## src/rtl/core/gf_root_product_expander_top_defines.svh

```systemverilog
// Assertion macros for the GF root product expander.
// Included by the top level; depends on nothing else.
`ifndef GF_ROOT_PRODUCT_EXPANDER_TOP_DEFINES_SVH
`define GF_ROOT_PRODUCT_EXPANDER_TOP_DEFINES_SVH

// Same-cycle implication, disabled during reset
`define GFRP_ASSERT_SAME(name, clk, rst_n, ante, cons, msg) \
    name: assert property (@(posedge clk) disable iff (!rst_n) (ante) |-> (cons)) \
        else $error(msg);

// Next-cycle implication, disabled during reset
`define GFRP_ASSERT_NEXT(name, clk, rst_n, ante, cons, msg) \
    name: assert property (@(posedge clk) disable iff (!rst_n) (ante) |=> (cons)) \
        else $error(msg);

`endif

```

## src/rtl/core/gfrp_pkg.sv

```systemverilog
// Shared types, constants and field arithmetic for the GF root product expander.
// Used by the top level; depends on nothing.
package gfrp_pkg;

    localparam int FIELD_BITS = 8;
    localparam int MAX_DEGREE = 63;
    localparam int DEPTH      = MAX_DEGREE + 1;
    localparam int DEG_W      = $clog2(DEPTH);
    localparam int COEF_W     = 8;
    localparam int POWER_W    = 6;
    localparam int PADDR_W    = 3;

    // Register index codes
    localparam logic REG_FIELD_POLY = 1'b0;

    localparam logic [COEF_W-1:0] COEF_ONE = COEF_W'(1);
    localparam logic [DEG_W-1:0]  DEG_MAX  = DEG_W'(MAX_DEGREE);

    typedef logic [FIELD_BITS-1:0] elem_t;

    typedef struct packed {
        logic [7:0] root;
        logic       restart;
        logic       last_root;
    } gfrp_item_t;

    typedef struct packed {
        logic [COEF_W-1:0]  coefficient;
        logic [POWER_W-1:0] power;
        logic               final_coeff;
        logic               overflowed;
    } gfrp_result_t;

    // Take the low field bits of an 8-bit word
    function automatic elem_t to_elem(input logic [7:0] x);
        logic [23:0] tmp;
        tmp = {16'd0, x};
        return tmp[FIELD_BITS-1:0];
    endfunction

    // Keep the low 8 bits of a field element
    function automatic logic [COEF_W-1:0] to_coef(input elem_t e);
        logic [FIELD_BITS+COEF_W-1:0] tmp;
        tmp = {{COEF_W{1'b0}}, e};
        return tmp[COEF_W-1:0];
    endfunction

    function automatic logic [POWER_W-1:0] to_power(input logic [DEG_W-1:0] k);
        logic [DEG_W+POWER_W-1:0] tmp;
        tmp = {{POWER_W{1'b0}}, k};
        return tmp[POWER_W-1:0];
    endfunction

    // Shift-and-add multiply with reduction by x^FIELD_BITS + poly
    function automatic elem_t gf_mul(input elem_t a, input elem_t b, input elem_t poly);
        elem_t acc;
        elem_t sh;
        logic  carry;
        acc = '0;
        sh  = a;
        for (int i = 0; i < FIELD_BITS; i++) begin
            if (b[i])
                acc = acc ^ sh;
            carry = sh[FIELD_BITS-1];
            sh    = {sh[FIELD_BITS-2:0], 1'b0};
            if (carry)
                sh = sh ^ poly;
        end
        return acc;
    endfunction

endpackage

```

## src/rtl/core/gfrp_ram.sv

```systemverilog
// Generic single-write, single-read memory with registered read data.
// Stand-alone; used by the GF root product expander.
module gfrp_ram #(
    parameter int WIDTH = 8,
    parameter int DEPTH = 64
) (
    input  logic                     clk,
    input  logic                     we,
    input  logic [$clog2(DEPTH)-1:0] waddr,
    input  logic [WIDTH-1:0]         wdata,
    input  logic                     re,
    input  logic [$clog2(DEPTH)-1:0] raddr,
    output logic [WIDTH-1:0]         rdata
);

    logic [WIDTH-1:0] mem_reg [DEPTH];
    logic [WIDTH-1:0] rdata_reg;

    // Write port and registered read port
    always_ff @(posedge clk)
    begin
        if (we)
            mem_reg[waddr] <= wdata;
        if (re)
            rdata_reg <= mem_reg[raddr];
    end

    assign rdata = rdata_reg;

endmodule

```

## src/rtl/core/gf_root_product_expander_top.sv

```systemverilog
// Top level of the GF root product expander: control, register port, coefficient sweep.
// Depends on gfrp_pkg, gfrp_ram and gf_root_product_expander_top_defines.svh.
//
// Each root word sweeps the coefficient memory once, lowest power first, reading one
// entry a cycle and writing back root*old[k] + old[k-1] in the next cycle through the
// single read and write port of the memory. Busy stays high through the sweep, until the
// new top entry is written, and a new word is taken only while busy is low, so it waits
// for the previous sweep to finish. With last_root set, the updated coefficients leave on the
// result port during that same sweep, one per cycle with result_valid high, lowest power
// first, the last of them in the first cycle with busy low. The receiver cannot stall and
// each result is shown for one cycle only.
// Reset needs no clearing pass: entries above the current degree read as zero.
`include "gf_root_product_expander_top_defines.svh"

module gf_root_product_expander_top (
    input  logic                          clk,
    input  logic                          rst_n,
    // command channel
    input  logic                          start,
    output logic                          busy,
    input  gfrp_pkg::gfrp_item_t          item,
    // result channel
    output logic                          result_valid,
    output gfrp_pkg::gfrp_result_t        result,
    // register port
    input  logic                          psel,
    input  logic                          penable,
    input  logic                          pwrite,
    input  logic [gfrp_pkg::PADDR_W-1:0]  paddr,
    input  logic [31:0]                   pwdata,
    output logic [31:0]                   prdata,
    output logic                          pready
);

    localparam logic ST_IDLE = 1'b0;
    localparam logic ST_RUN  = 1'b1;

    logic                               state_reg, state_next;
    logic [7:0]                         field_poly_reg;
    logic [gfrp_pkg::DEG_W-1:0]         deg_reg;
    logic [gfrp_pkg::DEG_W-1:0]         old_deg_reg;
    logic                               ovf_reg;
    logic                               fresh_reg;
    logic                               fresh_run_reg;
    gfrp_pkg::elem_t                    root_reg;
    logic                               last_reg;
    logic                               issue_reg;
    logic [gfrp_pkg::DEG_W-1:0]         rd_k_reg;
    logic                               s1_valid_reg;
    logic [gfrp_pkg::DEG_W-1:0]         s1_k_reg;
    logic [gfrp_pkg::COEF_W-1:0]        carry_reg;
    logic                               result_valid_reg;
    gfrp_pkg::gfrp_result_t             result_reg;

    logic                               accept;
    logic                               cfg_write;
    logic [gfrp_pkg::DEG_W-1:0]         start_deg;
    logic [gfrp_pkg::DEG_W-1:0]         new_deg;
    logic                               start_ovf;
    logic [gfrp_pkg::COEF_W-1:0]        rd_data;
    logic [gfrp_pkg::COEF_W-1:0]        old_coef;
    logic [gfrp_pkg::COEF_W-1:0]        new_coef;
    logic                               sweep_end;

    // Handshakes
    assign accept    = start && !busy;
    assign busy      = (state_reg == ST_RUN);
    assign cfg_write = psel && penable && pwrite && pready;
    assign pready    = 1'b1;

    // Register port: index is the word address
    always_ff @(posedge clk or negedge rst_n)
    begin
        if (!rst_n)
            field_poly_reg <= 8'd29;
        else if (cfg_write && (paddr[gfrp_pkg::PADDR_W-1] == gfrp_pkg::REG_FIELD_POLY))
            field_poly_reg <= pwdata[7:0];
    end

    always_comb
    begin
        if (paddr[gfrp_pkg::PADDR_W-1] == gfrp_pkg::REG_FIELD_POLY)
            prdata = {24'd0, field_poly_reg};
        else
            prdata = 32'd0;
    end

    // Degree and overflow after this root
    always_comb
    begin
        start_deg = item.restart ? '0 : deg_reg;
        start_ovf = item.restart ? 1'b0 : ovf_reg;
        if (start_deg == gfrp_pkg::DEG_MAX)
        begin
            new_deg   = gfrp_pkg::DEG_MAX;
            start_ovf = 1'b1;
        end
        else
        begin
            new_deg = gfrp_pkg::DEG_W'(start_deg + 1'b1);
        end
    end

    // Coefficient memory
    gfrp_ram #(
        .WIDTH (gfrp_pkg::COEF_W),
        .DEPTH (gfrp_pkg::DEPTH)
    ) u_coef_ram (
        .clk   (clk),
        .we    (s1_valid_reg),
        .waddr (s1_k_reg),
        .wdata (new_coef),
        .re    (issue_reg),
        .raddr (rd_k_reg),
        .rdata (rd_data)
    );

    // Old coefficient: constant one after restart or on the first root after reset, zero above the old degree
    always_comb
    begin
        if (fresh_run_reg)
            old_coef = (s1_k_reg == '0) ? gfrp_pkg::COEF_ONE : '0;
        else if (s1_k_reg > old_deg_reg)
            old_coef = '0;
        else
            old_coef = rd_data;
    end

    assign new_coef = gfrp_pkg::to_coef(
                          gfrp_pkg::gf_mul(root_reg, gfrp_pkg::to_elem(old_coef),
                                           gfrp_pkg::to_elem(field_poly_reg)))
                      ^ carry_reg;

    assign sweep_end = s1_valid_reg && (s1_k_reg == deg_reg);

    always_comb
    begin
        state_next = state_reg;
        case (state_reg)
            ST_IDLE:
            begin
                if (accept)
                    state_next = ST_RUN;
            end
            ST_RUN:
            begin
                if (sweep_end)
                    state_next = ST_IDLE;
            end
            default:
            begin
                state_next = ST_IDLE;
            end
        endcase
    end

    // Control state
    always_ff @(posedge clk or negedge rst_n)
    begin
        if (!rst_n)
        begin
            state_reg        <= ST_IDLE;
            deg_reg          <= '0;
            old_deg_reg      <= '0;
            ovf_reg          <= 1'b0;
            fresh_reg        <= 1'b1;
            fresh_run_reg    <= 1'b0;
            issue_reg        <= 1'b0;
            rd_k_reg         <= '0;
            s1_valid_reg     <= 1'b0;
            s1_k_reg         <= '0;
            result_valid_reg <= 1'b0;
        end
        else
        begin
            state_reg <= state_next;
            // start a sweep
            if (accept)
            begin
                old_deg_reg   <= start_deg;
                deg_reg       <= new_deg;
                ovf_reg       <= start_ovf;
                fresh_run_reg <= item.restart || fresh_reg;
                fresh_reg     <= 1'b0;
                issue_reg     <= 1'b1;
                rd_k_reg      <= '0;
            end
            else if (issue_reg)
            begin
                // advance the read address, stop after the new top entry
                rd_k_reg  <= gfrp_pkg::DEG_W'(rd_k_reg + 1'b1);
                issue_reg <= (rd_k_reg != deg_reg);
            end
            s1_valid_reg     <= issue_reg;
            s1_k_reg         <= rd_k_reg;
            result_valid_reg <= s1_valid_reg && last_reg;
        end
    end

    // Payload: root, carry and result word
    always_ff @(posedge clk)
    begin
        if (accept)
        begin
            root_reg  <= gfrp_pkg::to_elem(item.root);
            last_reg  <= item.last_root;
            carry_reg <= '0;
        end
        else if (s1_valid_reg)
        begin
            carry_reg <= old_coef;
        end
        result_reg.coefficient <= new_coef;
        result_reg.power       <= gfrp_pkg::to_power(s1_k_reg);
        result_reg.final_coeff <= (s1_k_reg == deg_reg);
        result_reg.overflowed  <= ovf_reg;
    end

    assign result_valid = result_valid_reg;
    assign result       = result_reg;

    // Results only follow a sweep
    `GFRP_ASSERT_SAME(a_result_after_busy, clk, rst_n, result_valid, $past(busy), "result without a sweep")
    // The top coefficient ends the sweep
    `GFRP_ASSERT_SAME(a_final_idle, clk, rst_n, result_valid && result.final_coeff, !busy && (result.power == gfrp_pkg::to_power(deg_reg)), "final word out of place")
    // Coefficients of one run leave back to back
    `GFRP_ASSERT_NEXT(a_run_contiguous, clk, rst_n, result_valid && !result.final_coeff, result_valid, "gap inside a result run")

endmodule
```

## config.mk

```make
export PLATFORM = sky130hd
export DESIGN_NAME = gf_root_product_expander_top
export DESIGN_NICKNAME = d
export VERILOG_FILES = /design/src/rtl/core/gfrp_pkg.sv /design/src/rtl/core/gfrp_ram.sv /design/src/rtl/core/gf_root_product_expander_top.sv
export VERILOG_INCLUDE_DIRS = /design/src /design/src/rtl/core
export SDC_FILE = /design/constraint.sdc
export NUM_CORES = 1
export LEC_CHECK = 0
export BUFFER_PORTS_ARGS = -buffer_cell sky130_fd_sc_hd__buf_2
export CORE_MARGIN = 4
export CORE_UTILIZATION = 34
export DETAILED_ROUTE_END_ITERATION = 16
export PLACE_DENSITY = 0.46
export SLEW_MARGIN = 20
export SYNTH_ARGS = -nofsm -noshare
export SYNTH_HDL_FRONTEND = slang
export SYNTH_SLANG_ARGS = --single-unit
```

## constraint.sdc

```tcl
create_clock -name clk -period 7.9 [get_ports clk]
set_clock_uncertainty 0.1 [all_clocks]
set_input_delay 0.395 -clock clk [delete_from_list [all_inputs] [get_ports clk]]
set_output_delay 0.395 -clock clk [all_outputs]
set_load 0.005 [all_outputs]
```

==> results.md, run 1 <==
- CP endpoint: u_coef_ram.mem_reg[46][2]$_DFFE_PP_
- Worst Hold Path Cells: 2
- Worst Setup SP: root_reg[7]$_DFFE_PP_
- H-Tree Depth: 3
- Type of the worst min-delay path: primary input to register
- Mapped Cells: 1443
- Post-cts gate resize count: 0
- Synth Cell Area: 25690 µm²
- Worst setup EP type: register
- Worst-Margin Slew: 1009 ps
- Die area: 80020 µm²
- Total negative setup slack: 0 ps
- # Post-CTS Setup Buffers: 0
- Reg2reg start: root_reg[7]$_DFFE_PP_
- Post-Syn Area per Cell: 17.80 µm²
- Ys async rst share: 6.588%
- Final GP Congestion: 0.7941
- FP Rows: 100
- Maximum clock path buffer count: 3
- Footprint of the multi-input gates: 7810 µm²
- Die W: 282.9 µm
- TritonCTS Sinks: 592
- Layout area overhead: 13.94%
- Vias/cell: 5.132
- Post-synth EDFFs: 529
- GR Util met1: 22.43%
- Startpoint Class: register
- M2 GR Usage: 24.50%
- Library cells used by synthesis: 91
- Final net count: 1583
- Crit path arrival time: 5630 ps
- Vias: 13060
- Status: finished, final reports clean
- Crit path max fanout: 34
- Initial antenna violation count: 0
- Period utilisation layout: 67.70%
- RSZ-0062 raised after global routing: false
- Register area share after synthesis: 67.53%
- CP Data Required Time: 8180 ps
- GRT busiest layer: met2
- Final min period: 5348 ps
- Met3 usage: 3.258%
- Final wirelength: 61.82 mm
- Max reg flops: 512
- Worst slew margin: 32.70%
- Leading cell type in the layout, fill and taps excluded: edfxtp_1
- Worst-Skew Late Latency: 590 ps
- Die H: 282.9 µm
- Worst r2r dst: u_coef_ram.mem_reg[46][2]$_DFFE_PP_
- FF-to-FF path depth: 12
- ANT cells: 0
- Core Footprint: 74700 µm²
- Crit path kind: register to register
- Max Cap Violations: 0
- Share of cells above drive strength 1: 25.38%
- Port Buffers: 50
- Final number of max-transition violations: 0
- Clk pin slew, worst setup/hold paths: 60 ps
- CTS tree: done
- ANT nets after route: 0
- Via count of the first global-routing pass: 13350
- DR iter-0 viols: 1131
- Number of top-level pins: 102
- CTS Buf Count: 68
- Final Setup Violations: 0
- Final Hold Fails: 0
- Residual DRC: 0
- Sequential Area: 17360 µm²
- Max Freq: 187.0 MHz
- Initial Utilization: 34.39%
- WL/cell: 24.29 µm
- CTS root buf: clkbuf_16
- First-pass detailed-route iteration total: 7
- Total Routing Usage GR: 15.63%
- Most frequent cells in the layout: edfxtp_1 (529), mux4_2 (168), nor2_1 (112)
- Total grt overflow: 0
- First-pass GRT wire length: 91.49 mm
- Dpl hpwl: 39.15 mm
- # fillers: 6717
- R2R Setup Slk: 2550 ps
- Top FF cell, synth: edfxtp_1
- Synth warn: 0
- Largest net degree at the start of global routing: 66
- #FFs+latches synth: 592
-- worst max-delay path: stages, from the launching register on --
cell      delay, ps
edfxtp_1        790
nand2_1         210
o221a_4         350
xor2_2          470
nor3_1          150
a221oi_4        350
xor2_2          380
o21ai_1         130
a311oi_1        480
a21boi_0        240
nor3_1           90
xnor3_2         920
buf_4           470
-- metrics by stage --
stage / setup slack [ps] / cell area, µm² / instances / util (%) / hold WS (ps)
global route: 2048 / 29270 / 2545 / 39.19 / 67.75
floorplan: 2301 / 25780 / 1466 / - / -0.5911
CTS: 1913 / 29240 / 2544 / 39.15 / 39.47
detailed placement: 1914 / 26870 / 2404 / 35.98 / 268.9
finish: 2552 / 29270 / 2545 / 39.19 / 70.04
global placement: 2014 / 26870 / 2404 / 35.98 / 260.2
-- cells in the mapped netlist (4+ instances only) --
master	instances	area [µm²]
buf_4	25	187.7
nor2b_1	5	31.28
xnor2_1	59	516.8
dfxtp_1	24	480.5
nand2_1	94	352.8
xor2_1	22	192.7
mux4_2	168	3784
edfxtp_1	529	15890
nand3b_1	8	60.06
buf_1	21	78.83
inv_1	21	78.83
o21ai_1	4	20.02
nand2b_1	11	68.82
nor2_1	112	420.4
xnor3_1	17	382.9
dfrtp_1	34	850.8
xor2_2	4	65.06
o21ai_0	25	125.1
mux2i_1	9	90.09
nand3_1	18	90.09
and2_1	5	31.28
and3_1	8	50.05
ha_1	8	100.1
nand4_1	6	37.54
nor3_1	12	60.06
o211a_1	4	40.04
clkbuf_1	43	161.4
clkbuf_8	8	110.1
o211ai_1	8	60.06
dfstp_2	5	131.4
buf_6	4	45.04
mux2_2	9	101.4
a211oi_2	4	50.05
a21oi_1	26	130.1
-- kinds of logic (layout without fill, tap and decap cells) --
kind of cell,after synthesis,in the layout,share of synthesized area (%)
multiplexers,186,186,15.47
AND/OR/NAND/NOR,309,309,5.640
AO/OA/AOI/OAI,112,112,3.219
other,2,25,0.02923
XOR/XNOR,109,109,5.094
flip-flops,592,592,67.53
adder cells (fa/ha/maj),8,8,0.3897
buffers and inverters,125,235,2.625
-- what timing repair did --
action,4_1_cts,5_1_grt
hold endpoints to repair,51,0
hold buffers,18,0
endpoints found under the setup margin,0,0
-- worst min-delay path by stage --
stage / from / slack [ps] / to
global route: item[1] / 70 / deg_reg[5]$_DFFE_PN0P_
finish: item[1] / 70 / deg_reg[5]$_DFFE_PN0P_
detailed placement: ovf_reg$_DFFE_PN0P_ / 270 / result[0]$_DFF_P_
global placement: ovf_reg$_DFFE_PN0P_ / 260 / result[0]$_DFF_P_
CTS: item[1] / 40 / deg_reg[5]$_DFFE_PN0P_
floorplan: rst_n / -0.6 / busy$_DFF_PN0_
-- cell type report --
| type | instances | area share [%] |
|---|---|---|
| inverter | 23 | 0.2949 |
| tap | 969 | 4.142 |
| clock buffer | 90 | 6.450 |
| sequential | 592 | 59.31 |
| timing repair buffer | 90 | 2.103 |
| multi-input combinational | 749 | 26.68 |
| clock inverter | 32 | 1.022 |
-- layer usage --
metal / vias to the layer above / share of wire [%] / wire length [µm]
met5: - / 0 / 0
met4: 0 / 2.3 / 1450
met3: 88 / 4.3 / 2681
met2: 282 / 47 / 29240
met1: 6906 / 46 / 28440
li1: 5785 / - / -
Power of run 1 is left out: the tool's default activity adds up to more than one toggle a clock period on the data nets, which glitch-free logic cannot reach.
==> run 2: changes to the inputs <==
- PLACE_DENSITY: 0.46 -> 0.48
- clock period: 7.9 -> 4.28 ns (I/O delays scaled with it)
==> run 2 against run 1 <==
  * Cell area is 4.0% higher
  * Global-route usage is 0.22 points higher
  * Hold slack worse by 12 ps
  * Sequential share of layout area fell by 2.3 points
  * Critical path depth grew 2
  * Utilization increased by 1.6 points
  * Clock-buffer cell count is 7 lower
  * Non-clock buffer count up 93
  * Largest cell class unchanged
  * Via count increased by 3.1%
  * Maximum frequency increased by 28%
  * Cell count rose by 3.5%
  * Register-to-register slack got worse by 2500 ps
==> results.md, run 2 (synthesis results as in run 1) <==
- Die area: 80020 µm² (unchanged)
- Die H: 282.9 µm (unchanged)
- Clk pin slew, worst setup/hold paths: 70 ps (was 60 ps)
- Crit path max fanout: 65 (was 34)
- Share of cells above drive strength 1: 31.03% (was 25.38%)
- Vias: 13470 (was 13060)
- Core Footprint: 74700 µm² (unchanged)
- Most frequent cells in the layout: edfxtp_1 (529), mux4_2 (168), nor2_1 (111) (was edfxtp_1 (529), mux4_2 (168), nor2_1 (112))
- Final number of max-transition violations: 0 (unchanged)
- First-pass detailed-route iteration total: 5 (was 7)
- Initial antenna violation count: 1 (was 0)
- Worst path slowest cell: or4_4 (was xnor3_2)
- Crit path cell chain: buf_12 -> buf_4 -> nand2_2 -> a21oi_2 -> or4_4 -> a211oi_4 -> o211ai_4 -> a211o_4 -> o21ai_4 -> xor2_4 -> nor3_1 -> nor3_1 -> xnor3_2 -> buf_12 (was nand2_1 -> o221a_4 -> xor2_2 -> nor3_1 -> a221oi_4 -> xor2_2 -> o21ai_1 -> a311oi_1 -> a21boi_0 -> nor3_1 -> xnor3_2 -> buf_4)
- Period utilisation layout: 97.87% (was 67.70%)
- Initial Utilization: 34.39% (unchanged)
- Max Cap Violations: 0 (unchanged)
- Worst-Margin Slew: 1040 ps (was 1009 ps)
- Status: finished, final reports clean (unchanged)
- First-pass GRT wire length: 93.23 mm (was 91.49 mm)
- Port Buffers: 50 (unchanged)
- Top delay family on crit path: compound AO/OA/AOI/OAI gates (was XOR/XNOR gates)
- Layout area overhead: 18.53% (was 13.94%)
- Final min period: 4189 ps (was 5348 ps)
- Leading cell type in the layout, fill and taps excluded: edfxtp_1 (unchanged)
- CTS tree: done (unchanged)
- Total grt overflow: 0 (unchanged)
- Total Routing Usage GR: 15.85% (was 15.63%)
- Residual DRC: 0 (unchanged)
- FF-to-FF path depth: 14 (was 12)
- Slowest Stage Delay on Critical Path: 550 ps (was 920 ps)
- CTS root buf: clkbuf_16 (unchanged)
- Via count of the first global-routing pass: 13460 (was 13350)
- Dpl hpwl: 40.86 mm (was 39.15 mm)
- Final Setup Violations: 0 (unchanged)
- Worst-Skew Late Latency: 610 ps (was 590 ps)
- CTS Buf Count: 66 (was 68)
- Max reg flops: 512 (unchanged)
- Crit path arrival time: 4380 ps (was 5630 ps)
- Final GP Congestion: 0.8185 (was 0.7941)
- Largest net degree at the start of global routing: 66 (unchanged)
- Crit path kind: register to register (unchanged)
- Hold_sp: start (was item[1])
- Max Freq: 238.7 MHz (was 187.0 MHz)
- Type of the worst min-delay path: primary input to register (unchanged)
- R2R Setup Slk: 90 ps (was 2550 ps)
- Final Hold Fails: 0 (unchanged)
- Startpoint Class: register (unchanged)
- FP Rows: 100 (unchanged)
- WL/cell: 24.78 µm (was 24.29 µm)
- ANT nets after route: 0 (unchanged)
- CP Data Required Time: 4470 ps (was 8180 ps)
- Die W: 282.9 µm (unchanged)
- Reg2reg start: field_poly_reg[7]$_DFFE_PN0P_ (was root_reg[7]$_DFFE_PP_)
- Number of top-level pins: 102 (unchanged)
- Worst Hold Path Cells: 3 (was 2)
- ANT cells: 0 (unchanged)
- Maximum clock path buffer count: 3 (unchanged)
- Total negative setup slack: 0 ps (unchanged)
- Vias/cell: 5.112 (was 5.132)
- Worst r2r dst: u_coef_ram.mem_reg[45][2]$_DFFE_PP_ (was u_coef_ram.mem_reg[46][2]$_DFFE_PP_)
- DR iter-0 viols: 1267 (was 1131)
- TritonCTS Sinks: 592 (unchanged)
- Hold Crit Endpoint: busy$_DFF_PN0_ (was deg_reg[5]$_DFFE_PN0P_)
- H-Tree Depth: 3 (unchanged)
- Crit path buf inv count: 3 (was 1)
- Final net count: 1674 (was 1583)
- Final wirelength: 65.30 mm (was 61.82 mm)
- Worst setup EP type: register (unchanged)
- Worst slew margin: 30.38% (was 32.70%)
run 2: changes by cell type in the layout (fill, tap and decap cells not counted), moves of 4 or more:
cell / delta
buf_4: +65
xnor2_4: +5
xnor3_2: +4
buf_12: +21
xnor3_1: -4
xnor2_2: -4
run 2: tightest hold or removal path: stages:
cell,delay (ps)
buf_2,70
nand2b_1,280
nand2_1,140
run 2: area by class of cell:
| cell class | count | area, µm² |
|---|---|---|
| fillers | 6685 | 44250 |
| flip-flops and latches | 592 | 17360 |
| multi-input cells | 749 | 8000 |
| clock buffers | 83 | 1799 |
| repair buffers | 183 | 1650 |
| well taps | 969 | 1212 |
| clock inverters | 36 | 337.8 |
| inverters | 23 | 86.33 |
run 2: through the flow:
step	hold WS, ps	worst slack, ps	cell area (µm²)	util, %	instances
2_1_floorplan	-181.6	46.81	25870	-	1466
3_3_place_gp	254.4	-48.86	27680	37.06	2475
3_5_place_dp	277.8	-73.14	27680	37.06	2475
4_1_cts	50.53	16.28	30010	40.18	2613
5_1_grt	105.9	-20.92	30450	40.76	2635
6_report	58.32	91.27	30450	40.76	2635
run 2: worst max path at each step:
| stage | from | end | cells past startpoint |
|---|---|---|---|
| 2_1_floorplan | root_reg[7]$_DFFE_PP_ | u_coef_ram.mem_reg[0][7]$_DFFE_PP_ | 12 |
| 4_1_cts | root_reg[7]$_DFFE_PP_ | u_coef_ram.mem_reg[6][7]$_DFFE_PP_ | 14 |
| 3_5_place_dp | field_poly_reg[7]$_DFFE_PN0P_ | u_coef_ram.mem_reg[44][7]$_DFFE_PP_ | 14 |
| 3_3_place_gp | field_poly_reg[7]$_DFFE_PN0P_ | u_coef_ram.mem_reg[46][7]$_DFFE_PP_ | 14 |
| 6_report | field_poly_reg[7]$_DFFE_PN0P_ | u_coef_ram.mem_reg[45][2]$_DFFE_PP_ | 14 |
| 5_1_grt | field_poly_reg[7]$_DFFE_PN0P_ | u_coef_ram.mem_reg[2][7]$_DFFE_PP_ | 17 |
run 2: metal layers:
| metal | up-vias | global-route usage [%] | part of all wire, % |
|---|---|---|---|
| met4 | 0 | 4.541 | 2.5 |
| li1 | 5964 | - | - |
| met1 | 7084 | 22.45 | 45 |
| met2 | 326 | 25.42 | 48 |
| met5 | - | 0 | 0 |
| met3 | 95 | 2.740 | 4.9 |
run 2: timing repair:
| item | in CTS | in global routing |
|---|---|---|
| resized for setup | 1 | 32 |
| endpoints found under the hold margin | 61 | 0 |
| pin swaps | 0 | 13 |
| buffers inserted | 0 | 18 |
| setup endpoints to repair | 121 | 516 |
| cloned | 0 | 4 |
| hold buffers | 19 | 0 |
Power of run 2 is left out for the same reason.
==> run 3: changes to the inputs <==
- CORE_MARGIN: 4 -> 2
==> run 3 against run 2 <==
  * Non-clock buffer count up 7
  * Die area fell by 2.8%
  * Cell count up 0.23%
  * Utilization shrank 0.054 points
  * Register-to-register slack is essentially flat
  * Sequential share of layout area up 0.17 points
  * Cell area down 0.30%
  * Sequential cell count unchanged
  * First-iteration DRC count is 4.5% lower
==> results.md, run 3 (synthesis results as in run 1) <==
- Status: finished, final reports clean (unchanged)
- Die W: 278.9 µm (was 282.9 µm)
- Final min period: 4200 ps (was 4189 ps)
- Maximum clock path buffer count: 3 (unchanged)
- Final GP Congestion: 0.8471 (was 0.8185)
- Share of cells above drive strength 1: 31.48% (was 31.03%)
- Crit path cell chain: buf_12 -> and3b_2 -> o21ai_1 -> a21oi_2 -> or2_1 -> a221oi_4 -> buf_4 -> xor2_4 -> or3_1 -> a2111o_1 -> a311oi_2 -> a41oi_1 -> buf_4 -> xnor2_4 -> buf_12 -> clkbuf_16 (was buf_12 -> buf_4 -> nand2_2 -> a21oi_2 -> or4_4 -> a211oi_4 -> o211ai_4 -> a211o_4 -> o21ai_4 -> xor2_4 -> nor3_1 -> nor3_1 -> xnor3_2 -> buf_12)
- Worst Setup SP: field_poly_reg[7]$_DFFE_PN0P_ (unchanged)
- Reg2reg start: field_poly_reg[7]$_DFFE_PN0P_ (unchanged)
- Die area: 77770 µm² (was 80020 µm²)
- # fillers: 6715 (was 6685)
- First-pass detailed-route iteration total: 5 (unchanged)
- CP Data Required Time: 4500 ps (was 4470 ps)
- FP Rows: 100 (unchanged)
- Worst setup EP type: register (unchanged)
- ANT nets after route: 0 (unchanged)
- Total grt overflow: 0 (unchanged)
- Startpoint Class: register (unchanged)
- Final Setup Violations: 0 (unchanged)
- WL/cell: 24.13 µm (was 24.78 µm)
- Hold_sp: start (unchanged)
- DR iter-0 viols: 1210 (was 1267)
- Worst slew margin: 29.84% (was 30.38%)
- Max Freq: 238.1 MHz (was 238.7 MHz)
- Max reg flops: 512 (unchanged)
- Number of top-level pins: 102 (unchanged)
- Worst path slowest cell: dfrtp_2 (was or4_4)
- Final Hold Fails: 0 (unchanged)
- Layout area overhead: 18.17% (was 18.53%)
- Crit path max fanout: 28 (was 65)
- First-pass GRT wire length: 92.71 mm (was 93.23 mm)
- FF-to-FF path depth: 16 (was 14)
- Final net count: 1682 (was 1674)
- CTS root buf: clkbuf_16 (unchanged)
- Placed insts: 2483 (was 2475)
- Worst-Skew Late Latency: 600 ps (was 610 ps)
- Vias: 13520 (was 13470)
- Crit path kind: register to register (unchanged)
- Max Cap Violations: 0 (unchanged)
- Slowest Stage Delay on Critical Path: 420 ps (was 550 ps)
- Via count of the first global-routing pass: 13950 (was 13460)
- Most frequent cells in the layout: edfxtp_1 (529), mux4_2 (168), nor2_1 (112) (was edfxtp_1 (529), mux4_2 (168), nor2_1 (111))
- Total Routing Usage GR: 16.20% (was 15.85%)
- Residual DRC: 0 (unchanged)
- Worst Hold Path Cells: 3 (unchanged)
- CTS tree: done (unchanged)
- Clk pin slew, worst setup/hold paths: 60 ps (was 70 ps)
- Type of the worst min-delay path: primary input to register (unchanged)
- Final number of max-transition violations: 0 (unchanged)
- Non-Filler Instances: 2641 (was 2635)
- H-Tree Depth: 3 (unchanged)
- Crit path arrival time: 4420 ps (was 4380 ps)
- Vias/cell: 5.120 (was 5.112)
- TritonCTS Sinks: 592 (unchanged)
- Initial antenna violation count: 1 (unchanged)
- CTS Buf Count: 67 (was 66)
- Dpl hpwl: 40.75 mm (was 40.86 mm)
- Final wirelength: 63.74 mm (was 65.30 mm)
- Die H: 278.9 µm (was 282.9 µm)
- Largest net degree at the start of global routing: 66 (unchanged)
- Core Footprint: 74570 µm² (was 74700 µm²)
- Leading cell type in the layout, fill and taps excluded: edfxtp_1 (unchanged)
- Worst-Margin Slew: 1048 ps (was 1040 ps)
- Port Buffers: 50 (unchanged)
- Period utilisation layout: 98.13% (was 97.87%)
- Initial Utilization: 34.45% (was 34.39%)
[run 3: cell types whose count changed in the layout (fill, tap and decap cells not counted), moves of 3 or more]
cell	change
buf_12	-4
buf_4	+6
buf_6	+7
clkbuf_16	-3
clkinv_2	+8
[run 3: metrics by stage]
stage	setup TNS, ps	setup slack, ps	util, %	area (µm²)	hold slack, ps
final	0	80.21	40.71	30360	85.14
after global routing	-1404	-34.17	40.71	30360	126.9
after global placement	-4815	-59.67	37.16	27710	259.1
after CTS	0	35.47	40.08	29880	40.45
after detailed placement	-9928	-69.51	37.16	27710	271.8
after floorplan	0	46.81	-	25870	-181.6
[run 3: worst max-delay path: cells and delay by family (launching register included)]
| kind | cells | cell delay [ps] |
|---|---|---|
| AO/OA/AOI/OAI | 6 | 1450 |
| buffers and inverters | 5 | 880 |
| AND/OR/NAND/NOR | 3 | 860 |
| flip-flops | 1 | 420 |
| XOR/XNOR | 2 | 210 |
[run 3: layout make-up]
class,count,area (µm²),area share (%)
Antenna cell,1,2.502,0.008243
Clock buffer,79,1722,5.671
Clock inverter,38,264.0,0.8696
Inverter,23,86.33,0.2844
Multi-Input combinational cell,749,8065,26.57
Sequential cell,592,17360,57.19
Tap cell,969,1212,3.994
Timing Repair Buffer,190,1644,5.416
[run 3: timing repair]
item	CTS	global route
hold buffers	19	0
setup buffers	0	16
resized for setup	1	44
hold endpoints to repair	59	0
setup endpoints to repair	440	518
gates cloned	0	5
pin swaps	0	12
[run 3: path summary, 6_finish.rpt]
check | endpoint | slack (ps)
max | u_coef_ram.mem_reg[11][7]$_DFFE_PP_ | 80
max reg2reg | u_coef_ram.mem_reg[11][7]$_DFFE_PP_ | 80
max in group asynchronous | rd_k_reg[0]$_DFFE_PN0P_ | 3170
min in group asynchronous | field_poly_reg[5]$_DFFE_PN0P_ | 200
min | busy$_DFF_PN0_ | 90
min reg2reg | result[0]$_DFF_P_ | 290
[run 3: routing by layer]
metal	vias up	global-route usage, %	share of wire (%)
met5	-	0	0
li1	5973	-	-
met1	7139	22.17	44
met2	333	26.51	49
met3	77	2.828	4.6
met4	0	4.866	2.4
Power of run 3 is left out for the same reason.
